===== config.mk =====
export PLATFORM = sky130hd
export DESIGN_NAME = lru_page_replacement
export DESIGN_NICKNAME = d
export VERILOG_FILES = /design/src/rtl/lrupr_pkg.sv /design/src/rtl/lrupr_ctrl.sv /design/src/rtl/lrupr_dp.sv /design/src/rtl/lru_page_replacement.sv
export SDC_FILE = /design/constraint.sdc
export NUM_CORES = 1
export LEC_CHECK = 0
export ABC_AREA = 1
export BUFFER_PORTS_ARGS = -buffer_cell sky130_fd_sc_hd__buf_2
export CORE_MARGIN = 2
export CORE_UTILIZATION = 35
export CTS_BUF_LIST = sky130_fd_sc_hd__clkbuf_2 sky130_fd_sc_hd__clkbuf_4 sky130_fd_sc_hd__clkbuf_8
export DETAILED_ROUTE_END_ITERATION = 10
export SLEW_MARGIN = 25
export SYNTH_ARGS = -nofsm -noshare
export SYNTH_HDL_FRONTEND = slang
export SYNTH_SLANG_ARGS = --single-unit

===== constraint.sdc =====
create_clock -name clock -period 8.1 [get_ports clock]
set_input_delay 0.405 -clock clock [delete_from_list [all_inputs] [get_ports clock]]
set_output_delay 0.405 -clock clock [all_outputs]
set_load 0.02 [all_outputs]

===== src/rtl/lrupr_pkg.sv =====
`timescale 1ns / 1ps
`default_nettype none

package lrupr_pkg;

   localparam int PAGE_W      = 5;   // page_number width
   localparam int PAGE_SPAN   = 32;  // codes a page_number can take
   localparam int FRAME_OUT_W = 3;   // frame_index width on the result
   localparam int STAMP_W     = 32;  // reference clock and stamps
   localparam int COUNT_W     = 32;  // fault total
   localparam int FIU_W       = 4;   // frames_in_use register
   localparam logic [FIU_W-1:0] FIU_RESET = 4'd3;
   localparam int REQ_DATA_W  = 8;
   localparam int RSP_DATA_W  = 48;

   // controller -> datapath
   typedef struct packed {
      logic accept;   // latch page, stamp it, start a scan
      logic issue;    // read the next frame
      logic commit;   // apply the decision, load the result
   } ctrl_cmd_type;

   // datapath -> controller
   typedef struct packed {
      logic issue_more;  // frames left to read
      logic pipe_busy;   // reads still in flight
      logic out_free;    // result register can take a new result
   } dp_status_type;

endpackage

`default_nettype wire


===== src/rtl/lrupr_ctrl.sv =====
`timescale 1ns / 1ps
`default_nettype none

module lrupr_ctrl (
   input  wire                          clock,
   input  wire                          reset,
   input  wire                          req_tvalid,
   output logic                         req_tready,
   output lrupr_pkg::ctrl_cmd_type      cmd,
   input  lrupr_pkg::dp_status_type     sts
);

   localparam logic [1:0] ST_IDLE   = 2'd0;
   localparam logic [1:0] ST_SCAN   = 2'd1;
   localparam logic [1:0] ST_DRAIN  = 2'd2;
   localparam logic [1:0] ST_COMMIT = 2'd3;

   logic [1:0] state_ff;
   logic [1:0] state_in;

   assign req_tready = (state_ff == ST_IDLE);

   always_comb begin
      state_in   = state_ff;
      cmd.accept = 1'b0;
      cmd.issue  = 1'b0;
      cmd.commit = 1'b0;
      unique case (state_ff)
         ST_IDLE: begin
            if (req_tvalid) begin
               cmd.accept = 1'b1;
               state_in   = ST_SCAN;
            end
         end
         ST_SCAN: begin
            if (sts.issue_more) begin
               cmd.issue = 1'b1;
            end else begin
               state_in = ST_DRAIN;
            end
         end
         ST_DRAIN: begin
            if (!sts.pipe_busy) begin
               state_in = ST_COMMIT;
            end
         end
         ST_COMMIT: begin
            if (sts.out_free) begin
               cmd.commit = 1'b1;
               state_in   = ST_IDLE;
            end
         end
         default: state_in = ST_IDLE;
      endcase
   end

   always_ff @(posedge clock) begin
      if (reset) begin
         state_ff <= ST_IDLE;
      end else begin
         state_ff <= state_in;
      end
   end

endmodule

`default_nettype wire


===== src/rtl/lrupr_dp.sv =====
`timescale 1ns / 1ps
`default_nettype none

module lrupr_dp #(
   parameter int MAX_FRAMES = 8,
   parameter int NUM_PAGES  = 32
) (
   input  wire                                        clock,
   input  wire                                        reset,
   input  wire  [lrupr_pkg::PAGE_W-1:0]               req_page,
   input  wire                                        csr_we,
   input  wire  [lrupr_pkg::FIU_W-1:0]                csr_wdata,
   input  lrupr_pkg::ctrl_cmd_type                    cmd,
   output lrupr_pkg::dp_status_type                   sts,
   input  wire                                        rsp_tready,
   output logic                                       rsp_tvalid,
   output logic                                       rsp_was_hit,
   output logic [lrupr_pkg::FRAME_OUT_W-1:0]          rsp_frame_index,
   output logic                                       rsp_evicted_valid,
   output logic [lrupr_pkg::PAGE_W-1:0]               rsp_evicted_page,
   output logic [lrupr_pkg::COUNT_W-1:0]              rsp_fault_total
);

   localparam int IDX_W  = (MAX_FRAMES > 1) ? $clog2(MAX_FRAMES) : 1;
   localparam int CNT_W  = $clog2(MAX_FRAMES + 1);
   localparam int SLOT_W = (NUM_PAGES > 1) ? $clog2(NUM_PAGES) : 1;
   localparam int PW     = lrupr_pkg::PAGE_W;
   localparam int SW     = lrupr_pkg::STAMP_W;

   // page -> stamp slot, page mod NUM_PAGES, built at elaboration
   logic [SLOT_W-1:0] slot_lut [lrupr_pkg::PAGE_SPAN];
   for (genvar g = 0; g < lrupr_pkg::PAGE_SPAN; g++) begin : g_slot
      assign slot_lut[g] = SLOT_W'(g % NUM_PAGES);
   end

   // storage
   logic [PW-1:0] fp_mem [MAX_FRAMES];
   logic [SW-1:0] st_mem [NUM_PAGES];

   // config and persistent state
   logic [lrupr_pkg::FIU_W-1:0]   fiu_ff, fiu_in;
   logic [CNT_W-1:0]              filled_ff, filled_in;
   logic [SW-1:0]                 refclk_ff, refclk_in;
   logic [lrupr_pkg::COUNT_W-1:0] fault_ff, fault_in;

   // per-transaction
   logic [PW-1:0]    page_ff, page_in;
   logic [CNT_W-1:0] limit_ff, limit_in;
   logic [CNT_W-1:0] nvalid_ff, nvalid_in;
   logic [CNT_W-1:0] issue_ff, issue_in;

   // scan pipeline
   logic             p1_valid_ff, p1_valid_in;
   logic [IDX_W-1:0] p1_idx_ff, p1_idx_in;
   logic [PW-1:0]    fp_rd_ff;
   logic             p2_valid_ff, p2_valid_in;
   logic [IDX_W-1:0] p2_idx_ff, p2_idx_in;
   logic [PW-1:0]    p2_page_ff, p2_page_in;
   logic [SW-1:0]    st_rd_ff;

   // search results
   logic             hit_ff, hit_in;
   logic [IDX_W-1:0] hit_idx_ff, hit_idx_in;
   logic             best_set_ff, best_set_in;
   logic [SW-1:0]    best_stamp_ff, best_stamp_in;
   logic [IDX_W-1:0] best_idx_ff, best_idx_in;
   logic [PW-1:0]    best_page_ff, best_page_in;

   // result register
   logic                          rsp_valid_ff, rsp_valid_in;
   logic                          o_hit_ff, o_hit_in;
   logic [lrupr_pkg::FRAME_OUT_W-1:0] o_frame_ff, o_frame_in;
   logic                          o_ev_ff, o_ev_in;
   logic [PW-1:0]                 o_evpage_ff, o_evpage_in;
   logic [lrupr_pkg::COUNT_W-1:0] o_fault_ff, o_fault_in;

   // effective frame count: 0 acts as 1, clamp at MAX_FRAMES
   logic [31:0]      fiu_w, lim_w;
   logic [IDX_W-1:0] rd_addr;
   logic             has_room;
   logic [IDX_W-1:0] frame_sel;
   logic [31:0]      frame_w;

   always_comb begin
      fiu_w = 32'(fiu_ff);
      if (fiu_w == 32'd0) begin
         lim_w = 32'd1;
      end else if (fiu_w > 32'(MAX_FRAMES)) begin
         lim_w = 32'(MAX_FRAMES);
      end else begin
         lim_w = fiu_w;
      end
   end

   assign rd_addr  = issue_ff[IDX_W-1:0];
   assign has_room = (filled_ff < limit_ff);
   assign frame_sel = hit_ff ? hit_idx_ff :
                      (has_room ? filled_ff[IDX_W-1:0] : best_idx_ff);
   assign frame_w  = 32'(frame_sel);

   assign sts.issue_more = (issue_ff < nvalid_ff);
   assign sts.pipe_busy  = p1_valid_ff | p2_valid_ff;
   assign sts.out_free   = !rsp_valid_ff || rsp_tready;

   always_comb begin
      fiu_in        = csr_we ? csr_wdata : fiu_ff;
      filled_in     = filled_ff;
      refclk_in     = refclk_ff;
      fault_in      = fault_ff;
      page_in       = page_ff;
      limit_in      = limit_ff;
      nvalid_in     = nvalid_ff;
      issue_in      = issue_ff;
      p1_valid_in   = cmd.issue;
      p1_idx_in     = rd_addr;
      p2_valid_in   = p1_valid_ff;
      p2_idx_in     = p1_idx_ff;
      p2_page_in    = fp_rd_ff;
      hit_in        = hit_ff;
      hit_idx_in    = hit_idx_ff;
      best_set_in   = best_set_ff;
      best_stamp_in = best_stamp_ff;
      best_idx_in   = best_idx_ff;
      best_page_in  = best_page_ff;
      rsp_valid_in  = rsp_tready ? 1'b0 : rsp_valid_ff;
      o_hit_in      = o_hit_ff;
      o_frame_in    = o_frame_ff;
      o_ev_in       = o_ev_ff;
      o_evpage_in   = o_evpage_ff;
      o_fault_in    = o_fault_ff;

      if (cmd.accept) begin
         page_in     = req_page;
         limit_in    = CNT_W'(lim_w);
         nvalid_in   = (filled_ff < CNT_W'(lim_w)) ? filled_ff : CNT_W'(lim_w);
         issue_in    = '0;
         hit_in      = 1'b0;
         best_set_in = 1'b0;
         if (refclk_ff != '1) begin
            refclk_in = refclk_ff + 1'b1;
         end
      end

      if (cmd.issue) begin
         issue_in = issue_ff + 1'b1;
      end

      // stage 1: first matching frame wins
      if (p1_valid_ff && !hit_ff && (fp_rd_ff == page_ff)) begin
         hit_in     = 1'b1;
         hit_idx_in = p1_idx_ff;
      end

      // stage 2: smallest stamp, lowest frame on ties
      if (p2_valid_ff && (!best_set_ff || (st_rd_ff < best_stamp_ff))) begin
         best_set_in   = 1'b1;
         best_stamp_in = st_rd_ff;
         best_idx_in   = p2_idx_ff;
         best_page_in  = p2_page_ff;
      end

      if (cmd.commit) begin
         rsp_valid_in = 1'b1;
         o_hit_in     = hit_ff;
         o_frame_in   = frame_w[lrupr_pkg::FRAME_OUT_W-1:0];
         o_ev_in      = !hit_ff && !has_room;
         o_evpage_in  = (!hit_ff && !has_room) ? best_page_ff : '0;
         o_fault_in   = fault_ff;
         if (!hit_ff) begin
            if (has_room) begin
               filled_in = filled_ff + 1'b1;
            end
            if (fault_ff != '1) begin
               fault_in   = fault_ff + 1'b1;
               o_fault_in = fault_ff + 1'b1;
            end
         end
      end
   end

   // frame memory: read during scan, written on a fault at commit
   always_ff @(posedge clock) begin
      if (cmd.issue) begin
         fp_rd_ff <= fp_mem[rd_addr];
      end
      if (cmd.commit && !hit_ff) begin
         fp_mem[frame_sel] <= page_ff;
      end
   end

   // stamp memory: written at accept, read behind each frame read
   always_ff @(posedge clock) begin
      if (cmd.accept) begin
         st_mem[slot_lut[req_page]] <= refclk_ff;
      end
      if (p1_valid_ff) begin
         st_rd_ff <= st_mem[slot_lut[fp_rd_ff]];
      end
   end

   always_ff @(posedge clock) begin
      if (reset) begin
         fiu_ff       <= lrupr_pkg::FIU_RESET;
         filled_ff    <= '0;
         refclk_ff    <= '0;
         fault_ff     <= '0;
         p1_valid_ff  <= 1'b0;
         p2_valid_ff  <= 1'b0;
         rsp_valid_ff <= 1'b0;
      end else begin
         fiu_ff       <= fiu_in;
         filled_ff    <= filled_in;
         refclk_ff    <= refclk_in;
         fault_ff     <= fault_in;
         p1_valid_ff  <= p1_valid_in;
         p2_valid_ff  <= p2_valid_in;
         rsp_valid_ff <= rsp_valid_in;
      end
   end

   always_ff @(posedge clock) begin
      page_ff       <= page_in;
      limit_ff      <= limit_in;
      nvalid_ff     <= nvalid_in;
      issue_ff      <= issue_in;
      p1_idx_ff     <= p1_idx_in;
      p2_idx_ff     <= p2_idx_in;
      p2_page_ff    <= p2_page_in;
      hit_ff        <= hit_in;
      hit_idx_ff    <= hit_idx_in;
      best_set_ff   <= best_set_in;
      best_stamp_ff <= best_stamp_in;
      best_idx_ff   <= best_idx_in;
      best_page_ff  <= best_page_in;
      o_hit_ff      <= o_hit_in;
      o_frame_ff    <= o_frame_in;
      o_ev_ff       <= o_ev_in;
      o_evpage_ff   <= o_evpage_in;
      o_fault_ff    <= o_fault_in;
   end

   assign rsp_tvalid        = rsp_valid_ff;
   assign rsp_was_hit       = o_hit_ff;
   assign rsp_frame_index   = o_frame_ff;
   assign rsp_evicted_valid = o_ev_ff;
   assign rsp_evicted_page  = o_evpage_ff;
   assign rsp_fault_total   = o_fault_ff;

endmodule

`default_nettype wire


===== src/rtl/lru_page_replacement.sv =====
`timescale 1ns / 1ps
`default_nettype none

// Channel   Dir  Handshake              Payload
// req       in   req_tvalid/tready      tdata: page_number[4:0], zero pad to 8 bits
// rsp       out  rsp_tvalid/tready      tuser: was_hit; tdata: frame_index, evicted_valid,
//                                       evicted_page, fault_total, zero pad to 48 bits
// csr       in   csr_we                 csr_wdata: frames_in_use[3:0]
//
// Scan: V frames per transaction, V = frames searched, i.e. min of filled frames
// and effective frame count; one frame read per cycle, each followed by a stamp
// read and a compare.
// Reset: synchronous, active high; clears fill count, reference clock, fault
// count and frames_in_use (to 3). Memories are not cleared.
// Stalls: a request is taken while a result waits; commit holds until it leaves.

module lru_page_replacement #(
   parameter int MAX_FRAMES = 8,
   parameter int NUM_PAGES  = 32
) (
   input  wire                                   clock,
   input  wire                                   reset,
   // request: [4:0] page_number, [7:5] zero
   input  wire                                   req_tvalid,
   output logic                                  req_tready,
   input  wire  [lrupr_pkg::REQ_DATA_W-1:0]      req_tdata,
   // response: tuser [0] was_hit
   output logic                                  rsp_tvalid,
   input  wire                                   rsp_tready,
   output logic                                  rsp_tuser,
   // response: [2:0] frame_index, [3] evicted_valid, [8:4] evicted_page,
   //           [40:9] fault_total, [47:41] zero
   output logic [lrupr_pkg::RSP_DATA_W-1:0]      rsp_tdata,
   // config: frames_in_use
   input  wire                                   csr_we,
   input  wire  [lrupr_pkg::FIU_W-1:0]           csr_wdata
);

   lrupr_pkg::ctrl_cmd_type  cmd;
   lrupr_pkg::dp_status_type sts;

   logic                                 frame_hit;
   logic [lrupr_pkg::FRAME_OUT_W-1:0]    frame_index;
   logic                                 evicted_valid;
   logic [lrupr_pkg::PAGE_W-1:0]         evicted_page;
   logic [lrupr_pkg::COUNT_W-1:0]        fault_total;

   // sequencer: idle -> scan -> drain -> commit
   lrupr_ctrl u_ctrl (
      .clock      (clock),
      .reset      (reset),
      .req_tvalid (req_tvalid),
      .req_tready (req_tready),
      .cmd        (cmd),
      .sts        (sts)
   );

   // frame and stamp memories, scan pipeline, result register
   lrupr_dp #(
      .MAX_FRAMES (MAX_FRAMES),
      .NUM_PAGES  (NUM_PAGES)
   ) u_dp (
      .clock             (clock),
      .reset             (reset),
      .req_page          (req_tdata[lrupr_pkg::PAGE_W-1:0]),
      .csr_we            (csr_we),
      .csr_wdata         (csr_wdata),
      .cmd               (cmd),
      .sts               (sts),
      .rsp_tready        (rsp_tready),
      .rsp_tvalid        (rsp_tvalid),
      .rsp_was_hit       (frame_hit),
      .rsp_frame_index   (frame_index),
      .rsp_evicted_valid (evicted_valid),
      .rsp_evicted_page  (evicted_page),
      .rsp_fault_total   (fault_total)
   );

   assign rsp_tuser = frame_hit;
   assign rsp_tdata = {7'd0, fault_total, evicted_page, evicted_valid, frame_index};

endmodule

`default_nettype wire


==> summary.txt, run 1 <==
Final layout
  – Layout cells sized above 1: 0.125
  – Most frequent cells in the layout: 1203 x edfxtp_1, 678 x nor2_1, 589 x o21ai_0, 394 x nand2_1, 212 x clkbuf_8
  – Commonest non-fill, non-tap cell in the layout: edfxtp_1
  – P&R area growth vs syn: 13.0%
  – FILL cells: 14100
  – Design Area, Final: 0.0594 mm²
  – Nets: 4429
  – Fin cells: 6544

Power
  – PwrDens: 288 mW/mm²
  – Pleak: 21.1 nW
  – Peak VDD IR: 239 µV

Worst setup path
  – Buf+Inv Stages, Crit Path: 3
  – Worst-path maximum fanout: 19
  – Slowest CP cell: nor2_4
  – Setup crit start kind: register
  – Flop2flop setup slack: 3.95 ns
  – Worst EP arrival: 4.68 ns
  – WP data required: 8.63 ns
  – CP endpoint kind: register
  – Worst path cell trace: inv_1 -> ha_1 -> nand2_1 -> inv_1 -> nand3_1 -> nor2_4 -> buf_4
  – Largest stage delay on the critical path: 1.07 ns
  – Crit Path Class: register to register
  – Reg-to-reg startpoint: u_ctrl.state_ff[0]
  – Critical Path Most Common Cell: inv_1
  – Crit path max-delay family: simple AND/OR/NAND/NOR gates
  – R2r endpoint: u_dp.st_mem[28][14]
  – Worst reg2reg path depth: 7

Logic synthesis
  – Asr flop ratio synth: 0
  – Post-synth EDFFs: 1203
  – Synth Cell Area: 0.0526 mm²
  – Register bit total from synthesis: 1293
  – Post-Synthesis Cells: 4260
  – Top FF cell, synth: edfxtp_1
  – Register area share after synthesis: 0.721
  – Yosys warning count: 0
  – Post-synth cell types: 41
  – Avg Cell Area, Syn: 12.3 µm²

STA
  – Total negative slack: 0 ns
  – RSZ-0062 raised after global routing: false
  – Tmin final: 4.15 ns
  – Final hold vios: 0
  – Hold_ws: 0.219 ns
  – Slew Limit Fails: 0
  – Fmax: 0.241 GHz
  – Slew @ Worst Pin: 1.16 ns
  – Final setup viols: 0
  – Max_slew headroom: 0.228
  – Setup Skew: 0.0600 ns
  – Final period util: 0.512

Drt
  – DRT Wirelength: 140000 µm
  – Via/cell ratio: 5.26
  – Post-DR wirelength/cell: 21.5 µm
  – DR DRC count: 0
  – Initial DRT Pass Iterations: 6
  – Routed Antenna Nets: 0
  – Starting DRC count in detailed routing: 4060
  – Vias: 34400

Place
  – Routability cong.: 0.878
  – Post-place instance area: 0.0551 mm²
  – Port Buffer Count: 57
  – Post-DP HPWL: 70500 µm
  – Placed cell count: 6153

Clocking
  – Clk sinks: 1293
  – Worst-Skew Late Latency: 0.93 ns
  – CTS root buffer: clkbuf_8
  – H-Tree Depth: 4
  – CTS max path bufs: 3
  – CTS tree: done
  – Setup repair bufs after CTS: 0
  – CTS Buf Count: 206
  – Clk slew on worst S/H paths: 0.06 ns
  – Post-cts sizing count: 0

GRT
  – Largest net degree at the start of global routing: 214
  – Grt ovf: 0
  – Antenna violations before repair: 2
  – Vias in the first global route: 32600
  – Global-route wire length before repair: 207000 µm
  – GRT Overall Usage: 0.180

Flow run
  – Max Cap Viol: 0

Die
  – Die Height: 392 µm
  – Core box area: 0.149 mm²
  – Row cnt: 142
  – Die width: 392 µm
  – IO Pins: 68
  – Initial Utilization: 0.352
  – Die area: 0.153 mm²

Min path
  – Hold Crit Start: reset
  – Hold Path Class: primary input to register
  – Hold Crit Depth: 3
  – Worst Hold End: u_dp.p1_valid_ff

Status
  – Status: completed
## final cells by class
class | instances | area, µm² | area share
tap | 2016 | 2520 | 0.0425
clock buffer | 286 | 3470 | 0.0585
timing repair buffer | 152 | 1120 | 0.0189
sequential | 1293 | 37900 | 0.639
multi-input combinational | 2498 | 12900 | 0.218
inverter | 213 | 818 | 0.0138
antenna | 2 | 5.00 | 0.0000843
clock inverter | 84 | 579 | 0.00975
## worst max path at each step
| stage | cells after the start | start | end | slack (ns) |
|---|---|---|---|---|
| after global placement | 7 | u_ctrl.state_ff[1] | u_dp.st_mem[28][15] | 4.08 |
| after global routing | 7 | u_ctrl.state_ff[1] | u_dp.st_mem[28][26] | 3.72 |
| final | 7 | u_ctrl.state_ff[0] | u_dp.st_mem[28][14] | 3.95 |
| after floorplan | 6 | u_ctrl.state_ff[1] | u_dp.st_mem[0][0] | 4.73 |
| after detailed placement | 7 | u_ctrl.state_ff[1] | u_dp.st_mem[28][15] | 4.02 |
| after CTS | 7 | u_ctrl.state_ff[0] | u_dp.st_mem[28][26] | 3.97 |
## cell families (layout without fill, tap and decap cells)
group                    count (synthesis)  in the layout  share of synthesized area
flip-flops                            1293           1293                      0.721
adder cells (fa/ha/maj)                 48             48                     0.0114
AND/OR/NAND/NOR                       1377           1377                      0.107
AO/OA/AOI/OAI                         1035           1035                      0.117
buffers and inverters                  475            735                     0.0376
XOR/XNOR                                31             31                    0.00516
other                                    1              9                  0.0000713
## stage by stage
step,util,power [mW],setup WS [ns]
after floorplan,-,10.5,4.73
after global placement,0.369,11.6,4.08
after detailed placement,0.369,11.7,4.02
after CTS,0.397,17.2,3.97
after global routing,0.398,17.9,3.72
final,0.398,17.1,3.95
## tightest hold or removal path, cell delays in order
cell and delay, ns:
buf_2 0.10, buf_4 0.32, nor2_1 0.19
## flip-flops by register name (all words and copies together), names as in the netlist, 4 cells and up
register,flops
u_dp.fault_ff,32
u_dp.fiu_ff,4
u_dp.rsp_evicted_page,5
u_dp.rsp_fault_total,32
u_dp.filled_ff,4
u_dp.issue_ff,4
u_dp.best_stamp_ff,32
u_dp.fp_mem,40
u_dp.nvalid_ff,4
u_dp.page_ff,5
u_dp.fp_rd_ff,5
u_dp.st_mem,1024
u_dp.st_rd_ff,32
u_dp.p2_page_ff,5
u_dp.limit_ff,4
u_dp.refclk_ff,32
u_dp.best_page_ff,5
## per-layer routing
metal,vias up,part of all wire,track usage
met2,1344,0.45,0.276
li1,15800,-,-
met1,17100,0.45,0.258
met4,0,0.027,0.0605
met5,-,0,0
met3,252,0.074,0.0324
## synth_stat cells (11+ instances only)
cell type / number / share of area
clkbuf_1: 159 / 0.011
a21oi_1: 95 / 0.0090
nand2_2: 14 / 0.0017
nand4_1: 16 / 0.0019
a21oi_2: 18 / 0.0030
edfxtp_1: 1203 / 0.69
ha_1: 48 / 0.011
nor2_1: 710 / 0.051
o21ai_0: 589 / 0.056
o21a_1: 27 / 0.0039
buf_4: 13 / 0.0019
o22ai_1: 51 / 0.0061
nor3_1: 23 / 0.0022
xor2_1: 22 / 0.0037
inv_2: 11 / 0.00079
buf_1: 14 / 0.0010
o21ai_1: 38 / 0.0036
o221ai_1: 198 / 0.033
dfxtp_1: 90 / 0.034
nand2_1: 394 / 0.028
inv_1: 198 / 0.014
buf_2: 69 / 0.0066
nand3_1: 205 / 0.020
## where the power goes
group / internal (mW) / total (mW) / switching (mW)
clock: 2.92 / 5.52 / 2.61
sequential: 7.58 / 7.76 / 0.180
combinational: 1.11 / 3.82 / 2.71
## timing repair
item                                   in CTS  in global routing
hold buffers                               19                  0
endpoints found under the hold margin      16                  0
setup endpoints to repair                   0                  0
Power figures use the tool's default switching activity.
==> run 2, diff against run 1 <==
Clock period 8.1 ns to 3.5 ns, I/O delays scaled along.
==> run 2 against run 1 <==
Against the previous run:
- worst hold slack worse by 0.095 ns
- register-to-register slack got worse by 3.4 ns
- sequential power rose by 130%
- first-iteration DRC count decreased by 1.9%
- critical endpoint is now u_dp.best_stamp_ff[4]
- highest routed layer is now met5
==> summary.txt, run 2 (synthesis gave the netlist of run 1 again) <==
Drt
  – Initial DRT Pass Iterations: 6
  – Vias: 34900
  – DRT Wirelength: 144000 µm
  – Via/cell ratio: 5.27
  – Routed Antenna Nets: 0
  – DR DRC count: 0
  – Post-DR wirelength/cell: 21.8 µm
  – Starting DRC count in detailed routing: 3983

Status
  – Status: completed

Die
  – Row cnt: 142
  – Die width: 392 µm
  – Core box area: 0.149 mm²
  – IO Pins: 68
  – Die Height: 392 µm
  – Die area: 0.153 mm²
  – Initial Utilization: 0.352

Worst setup path
  – CP endpoint kind: register
  – Setup crit start kind: register
  – Worst reg2reg path depth: 10
  – Crit path from: u_dp.st_rd_ff[19]
  – Reg-to-reg startpoint: u_dp.st_rd_ff[19]
  – Flop2flop setup slack: 0.57 ns
  – R2r endpoint: u_dp.best_stamp_ff[4]
  – WP data required: 3.86 ns
  – Worst EP arrival: 3.29 ns
  – Worst-path maximum fanout: 40
  – Crit Path Class: register to register

Min path
  – Hold Crit Depth: 4
  – Worst Hold End: u_dp.fiu_ff[2]
  – Hold Path Class: primary input to register
  – Hold Crit Start: csr_we

Clocking
  – CTS tree: done
  – Clk slew on worst S/H paths: 0.06 ns
  – CTS max path bufs: 3
  – Setup repair bufs after CTS: 0
  – CTS Hold Bufs: 20
  – Post-cts sizing count: 0
  – CTS Buf Count: 200
  – Clk sinks: 1293
  – H-Tree Depth: 4
  – CTS root buffer: clkbuf_8
  – Worst-Skew Late Latency: 0.90 ns

Power
  – PwrDens: 666 mW/mm²
  – Peak VDD IR: 533 µV
  – Pleak: 21.6 nW

Final layout
  – Max reg flops: 1024
  – Nets: 4498
  – Area of the multi-input gates: 0.0129 mm²
  – Most frequent cells in the layout: 1203 x edfxtp_1, 678 x nor2_1, 589 x o21ai_0, 394 x nand2_1, 210 x clkbuf_8
  – Register Area: 0.0379 mm²
  – P&R area growth vs syn: 14.4%
  – Layout cells sized above 1: 0.139
  – Fin cells: 6616
  – FILL cells: 14000
  – Commonest non-fill, non-tap cell in the layout: edfxtp_1

STA
  – Final period util: 0.836
  – Slew Limit Fails: 0
  – Tmin final: 2.93 ns
  – Setup Skew: 0.0363 ns
  – Fmax: 0.342 GHz
  – Total negative slack: 0 ns
  – RSZ-0062 raised after global routing: false
  – Max_slew headroom: 0.335
  – Slew @ Worst Pin: 0.998 ns
  – Final hold vios: 0
  – Final setup viols: 0

GRT
  – Largest net degree at the start of global routing: 114
  – Vias in the first global route: 33700
  – Antenna violations before repair: 2
  – Global-route wire length before repair: 214000 µm
  – GRT Overall Usage: 0.186
  – Grt ovf: 0

Flow run
  – Max Cap Viol: 0

Place
  – Port Buffer Count: 57
  – Routability cong.: 0.877
  – Post-DP HPWL: 77600 µm
  – Placed cell count: 6227
run 2: worst max path at each step:
stage	end	slack, ns
after global routing	u_dp.best_stamp_ff[2]	0.38
after global placement	u_dp.best_stamp_ff[1]	0.76
final	u_dp.best_stamp_ff[4]	0.57
after CTS	u_dp.best_stamp_ff[29]	0.69
after detailed placement	u_dp.best_stamp_ff[1]	0.71
after floorplan	u_dp.st_mem[0][0]	0.13
run 2: critical path, stage by stage (launching register included):
cell,delay (ns)
edfxtp_1,0.40
ha_1,0.31
nand2_1,0.07
o21ai_0,0.27
nand2_1,0.13
a21oi_1,0.17
nor2_1,0.05
nand2_1,0.13
nand2_1,0.07
nand2_1,0.10
clkinv_2,0.66
run 2: metrics by stage:
step           power, mW  setup slack, ns  hold slack [ns]  area [µm²]  utilization
2_1_floorplan       24.3            0.130            0.274       52600            -
3_3_place_gp        27.5            0.760            0.334       55900        0.374
3_5_place_dp        27.6            0.708            0.335       55900        0.374
4_1_cts             40.3            0.693           0.0439       60200        0.403
5_1_grt             41.9            0.378           0.0990       60200        0.403
6_report            40.1            0.575            0.124       60200        0.403
run 2: layout make-up:
class,instances,area share
flip-flops and latches,1293,0.630
multi-input cells,2498,0.215
clock buffers,300,0.0593
well taps,2016,0.0419
repair buffers,227,0.0322
inverters,213,0.0136
clock inverters,68,0.00755
diodes,1,0.0000416
run 2: power breakdown:
group	internal, mW	switching [mW]	leakage, nW
registers	17.5	0.311	13.0
clock network	6.87	5.85	2.15
logic	2.84	6.67	6.38
run 2: metal layers:
metal	share of wire	track usage
met1	0.43	0.254
met3	0.079	0.0351
met4	0.027	0.0628
met5	0.000090	0
met2	0.47	0.297
